<file path="config.mk">
export PLATFORM = sky130hd
export DESIGN_NAME = encoder_period_speed_meter
export DESIGN_NICKNAME = d
export VERILOG_FILES = /design/src/sv/eps_pkg.sv /design/src/sv/encoder_period_speed_meter.sv /design/src/sv/eps_divider.sv
export SDC_FILE = /design/constraint.sdc
export NUM_CORES = 2
export LEC_CHECK = 0
export BUFFER_PORTS_ARGS = -buffer_cell sky130_fd_sc_hd__buf_4
export CORE_UTILIZATION = 35
export DETAILED_ROUTE_END_ITERATION = 7
export PLACE_DENSITY = 0.61
export REMOVE_ABC_BUFFERS = 1
export SLEW_MARGIN = 5
export SYNTH_ARGS = -nofsm -noshare
export SYNTH_HDL_FRONTEND = slang
export SYNTH_HIERARCHICAL = 1
export SYNTH_SLANG_ARGS = --single-unit
</file>
<file path="constraint.sdc">
create_clock -name clk -period 7.7 [get_ports clk]
set_clock_uncertainty 0.2 [all_clocks]
set_input_delay 0.385 -clock clk [delete_from_list [all_inputs] [get_ports clk]]
set_output_delay 0.385 -clock clk [all_outputs]
set_load 0.05 [all_outputs]
</file>
<file path="src/sv/eps_pkg.sv">
// Package with widths, register indexes, reset values and types of the speed meter.
`timescale 1ns / 1ps
`default_nettype none
package eps_pkg;

  localparam int CAPTURE_W = 32;
  localparam int SCALE_W   = 16;
  localparam int TICK_W    = 8;
  localparam int SPEED_W   = 24;
  localparam int ROT_W     = 32;
  localparam int CFG_IDX_W = 2;
  localparam int CFG_DATA_W = 32;

  // Dividend is the product of the rate and the scale factor.
  localparam int DIVIDEND_W = CAPTURE_W + SCALE_W;
  localparam int DIV_STEPS  = DIVIDEND_W;
  localparam int DIV_CNT_W  = $clog2(DIV_STEPS);

  // Register indexes of the configuration port.
  localparam logic [CFG_IDX_W-1:0] REG_CLOCK_PER_TICK = 2'd0;
  localparam logic [CFG_IDX_W-1:0] REG_WRAP_LENGTH    = 2'd1;
  localparam logic [CFG_IDX_W-1:0] REG_SPEED_SCALE    = 2'd2;
  localparam logic [CFG_IDX_W-1:0] REG_TICKS_PER_ROT  = 2'd3;

  // Reset values of the configuration registers.
  localparam logic [CAPTURE_W-1:0] RST_CLOCK_PER_TICK = 32'd166666;
  localparam logic [CAPTURE_W-1:0] RST_WRAP_LENGTH    = 32'd2500000;
  localparam logic [SCALE_W-1:0]   RST_SPEED_SCALE    = 16'd1944;
  localparam logic [TICK_W-1:0]    RST_TICKS_PER_ROT  = 8'd6;

  localparam logic [SPEED_W-1:0] SPEED_MAX = {SPEED_W{1'b1}};

  // Event kinds on the input channel.
  localparam logic FUNC_CAPTURE  = 1'b0;
  localparam logic FUNC_ROLLOVER = 1'b1;

  // Status of the iterative divider.
  typedef struct packed {
    logic busy;
    logic done;
  } div_status_t;

endpackage
`default_nettype wire

</file>
<file path="src/sv/encoder_period_speed_meter.sv">
// Top level of the encoder period speed meter: sequencer, state and output register.
//
//  channel | direction | handshake          | payload
//  --------+-----------+--------------------+-------------------------------
//  in      | input     | in_valid/in_ready  | func, capture_value
//  out     | output    | out_valid/out_ready| speed, rotations, stopped
//  cfg     | input     | cfg_write          | cfg_index, cfg_data
//
// A capture event passes from transfer through the period register, the multiply,
// the bit-serial divider and the post state to the output register. A rollover
// event goes straight to the post state. A new event is taken only in idle.
// Reset clears the sequencer and measurement state; the block is ready as soon as reset drops.
// A stalled result waits in the output register; the next event is taken
// meanwhile, and its result waits until the register is free.
`timescale 1ns / 1ps
`default_nettype none
module encoder_period_speed_meter
  import eps_pkg::*;
(
  input  wire logic                  clk,
  input  wire logic                  rst,
  input  wire logic                  cfg_write,
  input  wire logic [CFG_IDX_W-1:0]  cfg_index,
  input  wire logic [CFG_DATA_W-1:0] cfg_data,
  input  wire logic                  in_valid,
  output logic                       in_ready,
  input  wire logic                  func,
  input  wire logic [CAPTURE_W-1:0]  capture_value,
  output logic                       out_valid,
  input  wire logic                  out_ready,
  output logic      [SPEED_W-1:0]    speed,
  output logic      [ROT_W-1:0]      rotations,
  output logic                       stopped
);

  localparam logic [1:0] S_IDLE = 2'd0;
  localparam logic [1:0] S_MUL  = 2'd1;
  localparam logic [1:0] S_DIV  = 2'd2;
  localparam logic [1:0] S_POST = 2'd3;

  logic [1:0]            state;

  logic [CAPTURE_W-1:0]  clock_per_tick_rate;
  logic [CAPTURE_W-1:0]  wrap_length;
  logic [SCALE_W-1:0]    speed_scale;
  logic [TICK_W-1:0]     ticks_per_rotation;

  logic [CAPTURE_W-1:0]  previous_capture;
  logic [1:0]            rollover_run;
  logic [TICK_W-1:0]     tick_index;
  logic [ROT_W-1:0]      rotation_total;
  logic [SPEED_W-1:0]    speed_value;
  logic [CAPTURE_W-1:0]  period;

  logic                  in_xfer;
  logic                  out_free;
  logic [CAPTURE_W-1:0]  period_next;
  logic [TICK_W:0]       tick_sum;
  logic [1:0]            run_next;
  logic [DIVIDEND_W-1:0] product;
  logic [DIVIDEND_W-1:0] quotient;
  logic [SPEED_W-1:0]    speed_next;
  logic                  div_start;
  div_status_t           div_status;

  assign in_ready = (state == S_IDLE) & ~rst;
  assign in_xfer  = in_valid & in_ready;
  assign out_free = ~out_valid | out_ready;

  // Period since the last capture; a count that did not rise has wrapped.
  assign period_next = (capture_value > previous_capture)
                     ? capture_value - previous_capture
                     : wrap_length + capture_value - previous_capture;

  assign tick_sum = {1'b0, tick_index} + 1'b1;
  assign run_next = (rollover_run == 2'd3) ? rollover_run : rollover_run + 1'b1;

  // The single multiplier feeds the divider's dividend register.
  assign product   = DIVIDEND_W'(clock_per_tick_rate) * DIVIDEND_W'(speed_scale);
  assign div_start = (state == S_MUL);

  eps_divider u_div (
    .clk      (clk),
    .rst      (rst),
    .start    (div_start),
    .dividend (product),
    .divisor  (period),
    .status   (div_status),
    .quotient (quotient)
  );

  // Saturate the quotient to the speed width.
  assign speed_next = (|quotient[DIVIDEND_W-1:SPEED_W]) ? SPEED_MAX
                                                       : quotient[SPEED_W-1:0];

  // Configuration registers.
  always_ff @(posedge clk) begin
    if (rst) begin
      clock_per_tick_rate <= RST_CLOCK_PER_TICK;
      wrap_length         <= RST_WRAP_LENGTH;
      speed_scale         <= RST_SPEED_SCALE;
      ticks_per_rotation  <= RST_TICKS_PER_ROT;
    end else if (cfg_write) begin
      case (cfg_index)
        REG_CLOCK_PER_TICK: clock_per_tick_rate <= cfg_data;
        REG_WRAP_LENGTH:    wrap_length         <= cfg_data;
        REG_SPEED_SCALE:    speed_scale         <= cfg_data[SCALE_W-1:0];
        REG_TICKS_PER_ROT:  ticks_per_rotation  <= cfg_data[TICK_W-1:0];
        default: ;
      endcase
    end
  end

  // Sequencer and measurement state.
  always_ff @(posedge clk) begin
    if (rst) begin
      state            <= S_IDLE;
      previous_capture <= '0;
      rollover_run     <= '0;
      tick_index       <= '0;
      rotation_total   <= '0;
      speed_value      <= '0;
    end else begin
      case (state)
        S_IDLE: begin
          if (in_xfer) begin
            if (func == FUNC_CAPTURE) begin
              previous_capture <= capture_value;
              rollover_run     <= '0;
              if (tick_sum >= {1'b0, ticks_per_rotation}) begin
                tick_index     <= '0;
                rotation_total <= rotation_total + 1'b1;
              end else begin
                tick_index <= tick_sum[TICK_W-1:0];
              end
              state <= S_MUL;
            end else begin
              rollover_run <= run_next;
              if (run_next[1]) begin
                speed_value <= '0;
              end
              state <= S_POST;
            end
          end
        end
        S_MUL: begin
          state <= S_DIV;
        end
        S_DIV: begin
          if (div_status.done) begin
            speed_value <= speed_next;
            state       <= S_POST;
          end
        end
        S_POST: begin
          if (out_free) begin
            state <= S_IDLE;
          end
        end
        default: begin
          state <= S_IDLE;
        end
      endcase
    end
  end

  // Period register for the divider.
  always_ff @(posedge clk) begin
    if (in_xfer) begin
      period <= period_next;
    end
  end

  // Output register: loaded once the slot is free.
  always_ff @(posedge clk) begin
    if (rst) begin
      out_valid <= 1'b0;
    end else if (state == S_POST && out_free) begin
      out_valid <= 1'b1;
    end else if (out_ready) begin
      out_valid <= 1'b0;
    end
  end

  always_ff @(posedge clk) begin
    if (state == S_POST && out_free) begin
      speed     <= speed_value;
      rotations <= rotation_total;
      stopped   <= rollover_run[1];
    end
  end

endmodule
`default_nettype wire

</file>
<file path="src/sv/eps_divider.sv">
// Restoring shift-subtract divider that resolves one quotient bit per cycle.
`timescale 1ns / 1ps
`default_nettype none
module eps_divider
  import eps_pkg::*;
(
  input  wire logic                  clk,
  input  wire logic                  rst,
  input  wire logic                  start,
  input  wire logic [DIVIDEND_W-1:0] dividend,
  input  wire logic [CAPTURE_W-1:0]  divisor,
  output div_status_t                status,
  output logic      [DIVIDEND_W-1:0] quotient
);

  logic                  busy;
  logic                  done;
  logic [DIV_CNT_W-1:0]  count;
  logic [DIVIDEND_W-1:0] num;
  logic [CAPTURE_W-1:0]  rem;
  logic [CAPTURE_W-1:0]  div;

  logic [CAPTURE_W:0]    rem_sh;
  logic [CAPTURE_W+1:0]  diff;
  logic                  fits;

  // Shared subtractor: bring down the next dividend bit and try the divisor.
  assign rem_sh = {rem, num[DIVIDEND_W-1]};
  assign diff   = {1'b0, rem_sh} - {2'b00, div};
  assign fits   = ~diff[CAPTURE_W+1];

  // Control of the iteration count. A zero divisor yields an all-ones quotient.
  always_ff @(posedge clk) begin
    if (rst) begin
      busy  <= 1'b0;
      done  <= 1'b0;
      count <= '0;
    end else begin
      done <= 1'b0;
      if (start) begin
        busy  <= 1'b1;
        count <= '0;
      end else if (busy) begin
        count <= count + 1'b1;
        if (count == DIV_CNT_W'(DIV_STEPS - 1)) begin
          busy <= 1'b0;
          done <= 1'b1;
        end
      end
    end
  end

  // Datapath: quotient bits shift in as dividend bits shift out.
  always_ff @(posedge clk) begin
    if (start) begin
      num <= dividend;
      rem <= '0;
      div <= divisor;
    end else if (busy) begin
      num <= {num[DIVIDEND_W-2:0], fits};
      rem <= fits ? diff[CAPTURE_W-1:0] : rem_sh[CAPTURE_W-1:0];
    end
  end

  assign status.busy = busy;
  assign status.done = done;
  assign quotient    = num;

endmodule
`default_nettype wire

</file>
Word-level counts from Yosys, hierarchy flattened
Index checks and enable logic that the tools add are counted.
{"block": "word_totals", "word_cells": 98, "output_inout_bits": 59, "regBits": 398}
{"block": "classes", "magnitude_cmp": 2, "bitwise": 8, "mul": 1, "eq_ne": 14, "muxes": 24, "n_addsub": 8, "n_reduce_logical": 19}
{"cell": "$mux 24", "n": 5}
{"cell": "$mux 48", "n": 2}
{"cell": "$mux 32", "n": 2}
{"cell": "$sub 32x32->32", "n": 2}
{"cell": "$mul 32x16->48", "n": 1}
{"cell": "$pmux 24 s2", "n": 1}
{"cell": "$sub 33x32->34", "n": 1}
{"cell": "$add 32x1->32 const B", "n": 1}
{"cell": "$add 32x32->32", "n": 1}
{"cell": "$gt 32x32->1", "n": 1}
{"cell": "$reduce_or 24->1", "n": 1}
{"cell": "$mux 2", "n": 6}
{"cell": "$eq 2x2->1 const B", "n": 5}
{"cell": "$ne 2x2->1 const B", "n": 5}
{"cell": "$reduce_and 2->1", "n": 5}
{"cell": "$add 8x1->9 const B", "n": 1}
{"cell": "$ge 9x8->1", "n": 1}
{"cell": "$reduce_and 3->1", "n": 3}
{"cell": "$mux 8", "n": 1}
{"cell": "$pmux 2 s4", "n": 1}
{"cell": "$add 6x1->6 const B", "n": 1}
{"cell": "$eq 6x6->1 const B", "n": 1}
{"cell": "$mux 1", "n": 6}
{"cell": "$reduce_bool 2->1", "n": 3}
{"cell": "other kinds (12)", "n": 19}

Depth between registers and ports, before layout
{"block": "logic_depth", "ltp_word": 6, "depth_mapped": 25, "ltp_nobuf": 23}

Modules after synthesis
Netlist, hierarchy kept.
{"mod": "encoder_period_speed_meter", "area_each_um2": 31380.1, "seq_area_each_um2": 6456.2, "instances": 1, "cells_per_inst": 3612}
{"mod": "eps_divider", "area_each_um2": 6771.5, "seq_area_each_um2": 3203.1, "instances": 1, "cells_per_inst": 625}

Worst setup path after synthesis
Ideal clock, no wire load.
{"block": "synth_path", "path_kind": "register -> register", "from": "register clock_per_tick_rate[27]", "to": "register u_div.num[44] (netlist: u_div/quotient[44]), data pin", "stages_incl_launch_ff": 23, "synth_period_minus_slack_ps": 6470, "setup_time_ps": 260, "slack_ps": 1230, "arrival_ps": 6010, "cell_sequence": "dfxtp_1 -> clkbuf_1 -> clkbuf_1 -> nand2_1 -> fa_1 -> fa_1 -> fa_1 -> inv_1 -> fa_1 -> fa_1 -> inv_1 -> fa_1 -> inv_1 -> ha_1 -> clkbuf_1 -> nand2_1 -> nor3_1 -> nand3_1 -> a2111oi_0 -> o31a_1 -> a21oi_1 -> xnor2_1 -> mux2_2"}
{"block": "synth_via", "elab_chain_len": 2}
{"item": "start, declared", "line": "encoder_period_speed_meter.sv:43", "text": "logic [CAPTURE_W-1:0] clock_per_tick_rate;"}
{"item": "start signal, assigned", "line": "encoder_period_speed_meter.sv:105", "text": "REG_CLOCK_PER_TICK: clock_per_tick_rate <= cfg_data;"}
{"item": "$mul 32x16->48", "line": "encoder_period_speed_meter.sv:79", "text": "assign product = DIVIDEND_W'(clock_per_tick_rate) * DIVIDEND_W'(speed_scale);"}
{"item": "named net product[44]", "line": "encoder_period_speed_meter.sv:60", "text": "logic [DIVIDEND_W-1:0] product;"}
{"item": "$mux 48", "line": "eps_divider.sv:55", "text": "if (start) begin"}
{"item": "end signal, assigned", "line": "eps_divider.sv:56", "text": "num <= dividend;"}
{"item": "end signal, assigned", "line": "eps_divider.sv:60", "text": "num <= {num[DIVIDEND_W-2:0], fits};"}
{"item": "end, declared", "line": "eps_divider.sv:19", "text": "logic [DIVIDEND_W-1:0] num;"}
The timed path passes the listed nets, and every way through them passes these cells.
A chain may end at the register's enable or synchronous reset.

Final worst setup path
{"block": "layout_path", "from": "register speed_scale[1]", "to": "register u_div.num[41] (netlist: u_div/quotient[41]), data pin"}
{"block": "layout_via", "elab_chain_len": 2}
{"item": "start, declared", "line": "encoder_period_speed_meter.sv:45", "text": "logic [SCALE_W-1:0] speed_scale;"}
{"item": "start signal, assigned", "line": "encoder_period_speed_meter.sv:107", "text": "REG_SPEED_SCALE: speed_scale <= cfg_data[SCALE_W-1:0];"}
{"item": "$mul 32x16->48", "line": "encoder_period_speed_meter.sv:79"}
{"item": "named net product[41]", "line": "encoder_period_speed_meter.sv:60"}
{"item": "$mux 48", "line": "eps_divider.sv:55"}
The timed path passes the listed nets, and every way through them passes these cells.

==> qor.yml <==
global_route:
  grt_pass1_vias: 29805
  grtUsageTotal: 0.188
  overflow: 0
  grt_max_degree: 73
  antenna_found_initial: 9
  grt_pass1_wl_mm: 166
run_status:
  status: "finished clean"
hold_path:
  hold_depth: 4
  hold_start: "out_ready"
  min_to: "out_valid"
  hp-class: "input pin to register"
route:
  dr.pass1.iters: 5
  wl_per_cell_um: 17.8
  wirelength_mm: 103
  ant_nets: 0
  routed_via_density: 5.14
  num_vias: 29726
  first_iter_violations: 2067
  drc: 0
pwr:
  p_clk_frac: 0.203
  seqPwrFrac: 0.262
  p_sw_frac: 0.434
  power_switching_mw: 4.97
  max-vdd-ir-drop_mv: 0.221
  p_int_mw: 6.48
  p_per_area_nw_per_um2: 267
  leakage_nw: 18.6
  comb_power_share: 0.535
  totalPowerFinal_mw: 11.4
logic_synthesis:
  syn_avg_cell_area_um2: 9.00
  synth_cells: 4236
  syn_area_um2: 38100
  yosys_warnings: 6
placement:
  dpl.hpwl_mm: 80.5
  port_buffers: 130
  gp_congestion: 0.903
die:
  fp.dieArea_um2: 110000
  initial_core_util: 0.355
  fp.dieW_um: 332
  io_pins: 131
  core_area_um2: 108000
  fp.dieH_um: 332
  rows: 120
timing:
  final_hold_viol_count: 0
  setup_tns_ps: 0
  worst_slew_pin_slew_ps: 1220
  min_period_over_period: 0.954
  slew_violations: 0
  final.min_clock_period_ps: 7340
  setup_viol: 0
  max_slew_margin: 0.185
  clock.fmax_ghz: 0.136
  rsz0062_at_grt: "no"
clock_tree:
  clock_latency_ps: 610
  cts_setup_buffers: 0
  cts-root-buf: "clkbuf_16"
  path_clk_slew_ps: 70
  clkSinkCount: 398
  htree_levels: 2
  cts_buffers: 45
  cts_tree: "done"
  hold_buffers: 66
  clockBufferDepth: 3
  cts.repair.resized: 0
layout:
  seqCellArea_um2: 9660
  multi_input_area_um2: 25100
  fin_nets: 5097
  layout-drive-gt1-share: 0.0847
  area_growth_syn_to_layout_pct: 12.4
  nFillCells: 10801
  final_util: 0.399
worst_setup_path:
  worstSetupPathType: "register to register"
  cp.arrival_ps: 7620
  r2r_cells: 22
  start_kind: "register"
  reg2reg_to: "u_div/quotient[41]"
  end_kind: "register"
  cp-startpoint: "speed_scale[1]"
  cp_max_fo: 20
  r2r_slack_ps: 360
  required_ps: 7980
  r2r-start: "speed_scale[1]"
run:
  drv_cap: 0
[worst max path at each step]
stage | endpoint | cells after the start | slack (ps)
2_1_floorplan | u_div/quotient[35] | 22 | 1180
3_3_place_gp | u_div/quotient[44] | 22 | 620
3_5_place_dp | u_div/quotient[44] | 22 | 490
4_1_cts | u_div/quotient[44] | 22 | 450
5_1_grt | u_div/quotient[28] | 21 | 50
6_report | u_div/quotient[41] | 22 | 360
[power by group through the flow]
stage          registers [mW]  clock network (mW)  logic, mW
2_1_floorplan            3.06                   0       4.37
3_3_place_gp             3.03                   0       6.01
3_5_place_dp             3.04                   0       6.04
4_1_cts                  3.00                2.39       6.10
5_1_grt                  3.04                2.47       6.83
6_report                 3.00                2.32       6.13
[state kept, by name, summed over array words and instances, names as in the netlist, 16 cells and up]
signal,flops
clock_per_tick_rate,32
speed,24
speed_scale,16
wrap_length,32
u_div/div,32
previous_capture,32
u_div/quotient,48
rotation_total,32
speed_value,24
rotations,32
u_div/rem,32
period,32
[placed cells by master, fill, tap and decap left out, drive strengths merged, types with 59 or more instances in the layout]
| cell | count |
|---|---|
| fa | 451 |
| a21oi | 254 |
| clkbuf | 59 |
| and2 | 223 |
| dlygate4sd3 | 66 |
| dfxtp | 229 |
| xnor2 | 78 |
| ha | 231 |
| nand2 | 655 |
| a21o | 65 |
| xor2 | 63 |
| edfxtp | 169 |
| o21ai | 126 |
| inv | 689 |
| buf | 205 |
| nor2 | 134 |
[stage by stage]
step	instance area, um2	hold WS [ps]	cells	worst slack, ps
after floorplan	37200	200	4025	1180
after global placement	40600	202	5633	619
after detailed placement	40600	205	5633	492
after CTS	42900	4.75	5783	448
after global routing	42900	33.1	5783	51.7
final	42900	16.6	5787	356
[area by class of cell]
| type | count | share of cell area |
|---|---|---|
| Multi-Input combinational cell | 2942 | 0.584 |
| Clock buffer | 59 | 0.0287 |
| Inverter | 685 | 0.0600 |
| Sequential cell | 398 | 0.225 |
| Clock inverter | 25 | 0.00849 |
| Antenna cell | 4 | 0.000233 |
| Timing Repair Buffer | 271 | 0.0523 |
| Tap cell | 1403 | 0.0409 |
[worst max-delay path, cell delays in order (launching register included)]
cell,delay [ps]
dfxtp_1,690
buf_12,240
nand2_1,90
fa_1,530
fa_1,530
fa_1,520
inv_1,60
fa_1,500
fa_1,490
inv_1,50
fa_1,470
inv_1,40
ha_1,440
nand2_1,110
a211oi_1,190
a21oi_1,170
a21oi_1,330
o31ai_1,100
buf_4,160
a211oi_1,500
nor2_1,150
a211oi_1,380
mux2_2,220
[per-layer routing]
metal	up-vias	routed length, um	track usage
li1	14030	-	-
met1	14612	47700	0.266
met2	930	45900	0.295
met3	146	7150	0.0356
met4	8	2290	0.0448
met5	-	54	0
Power figures use the tool's default switching activity.
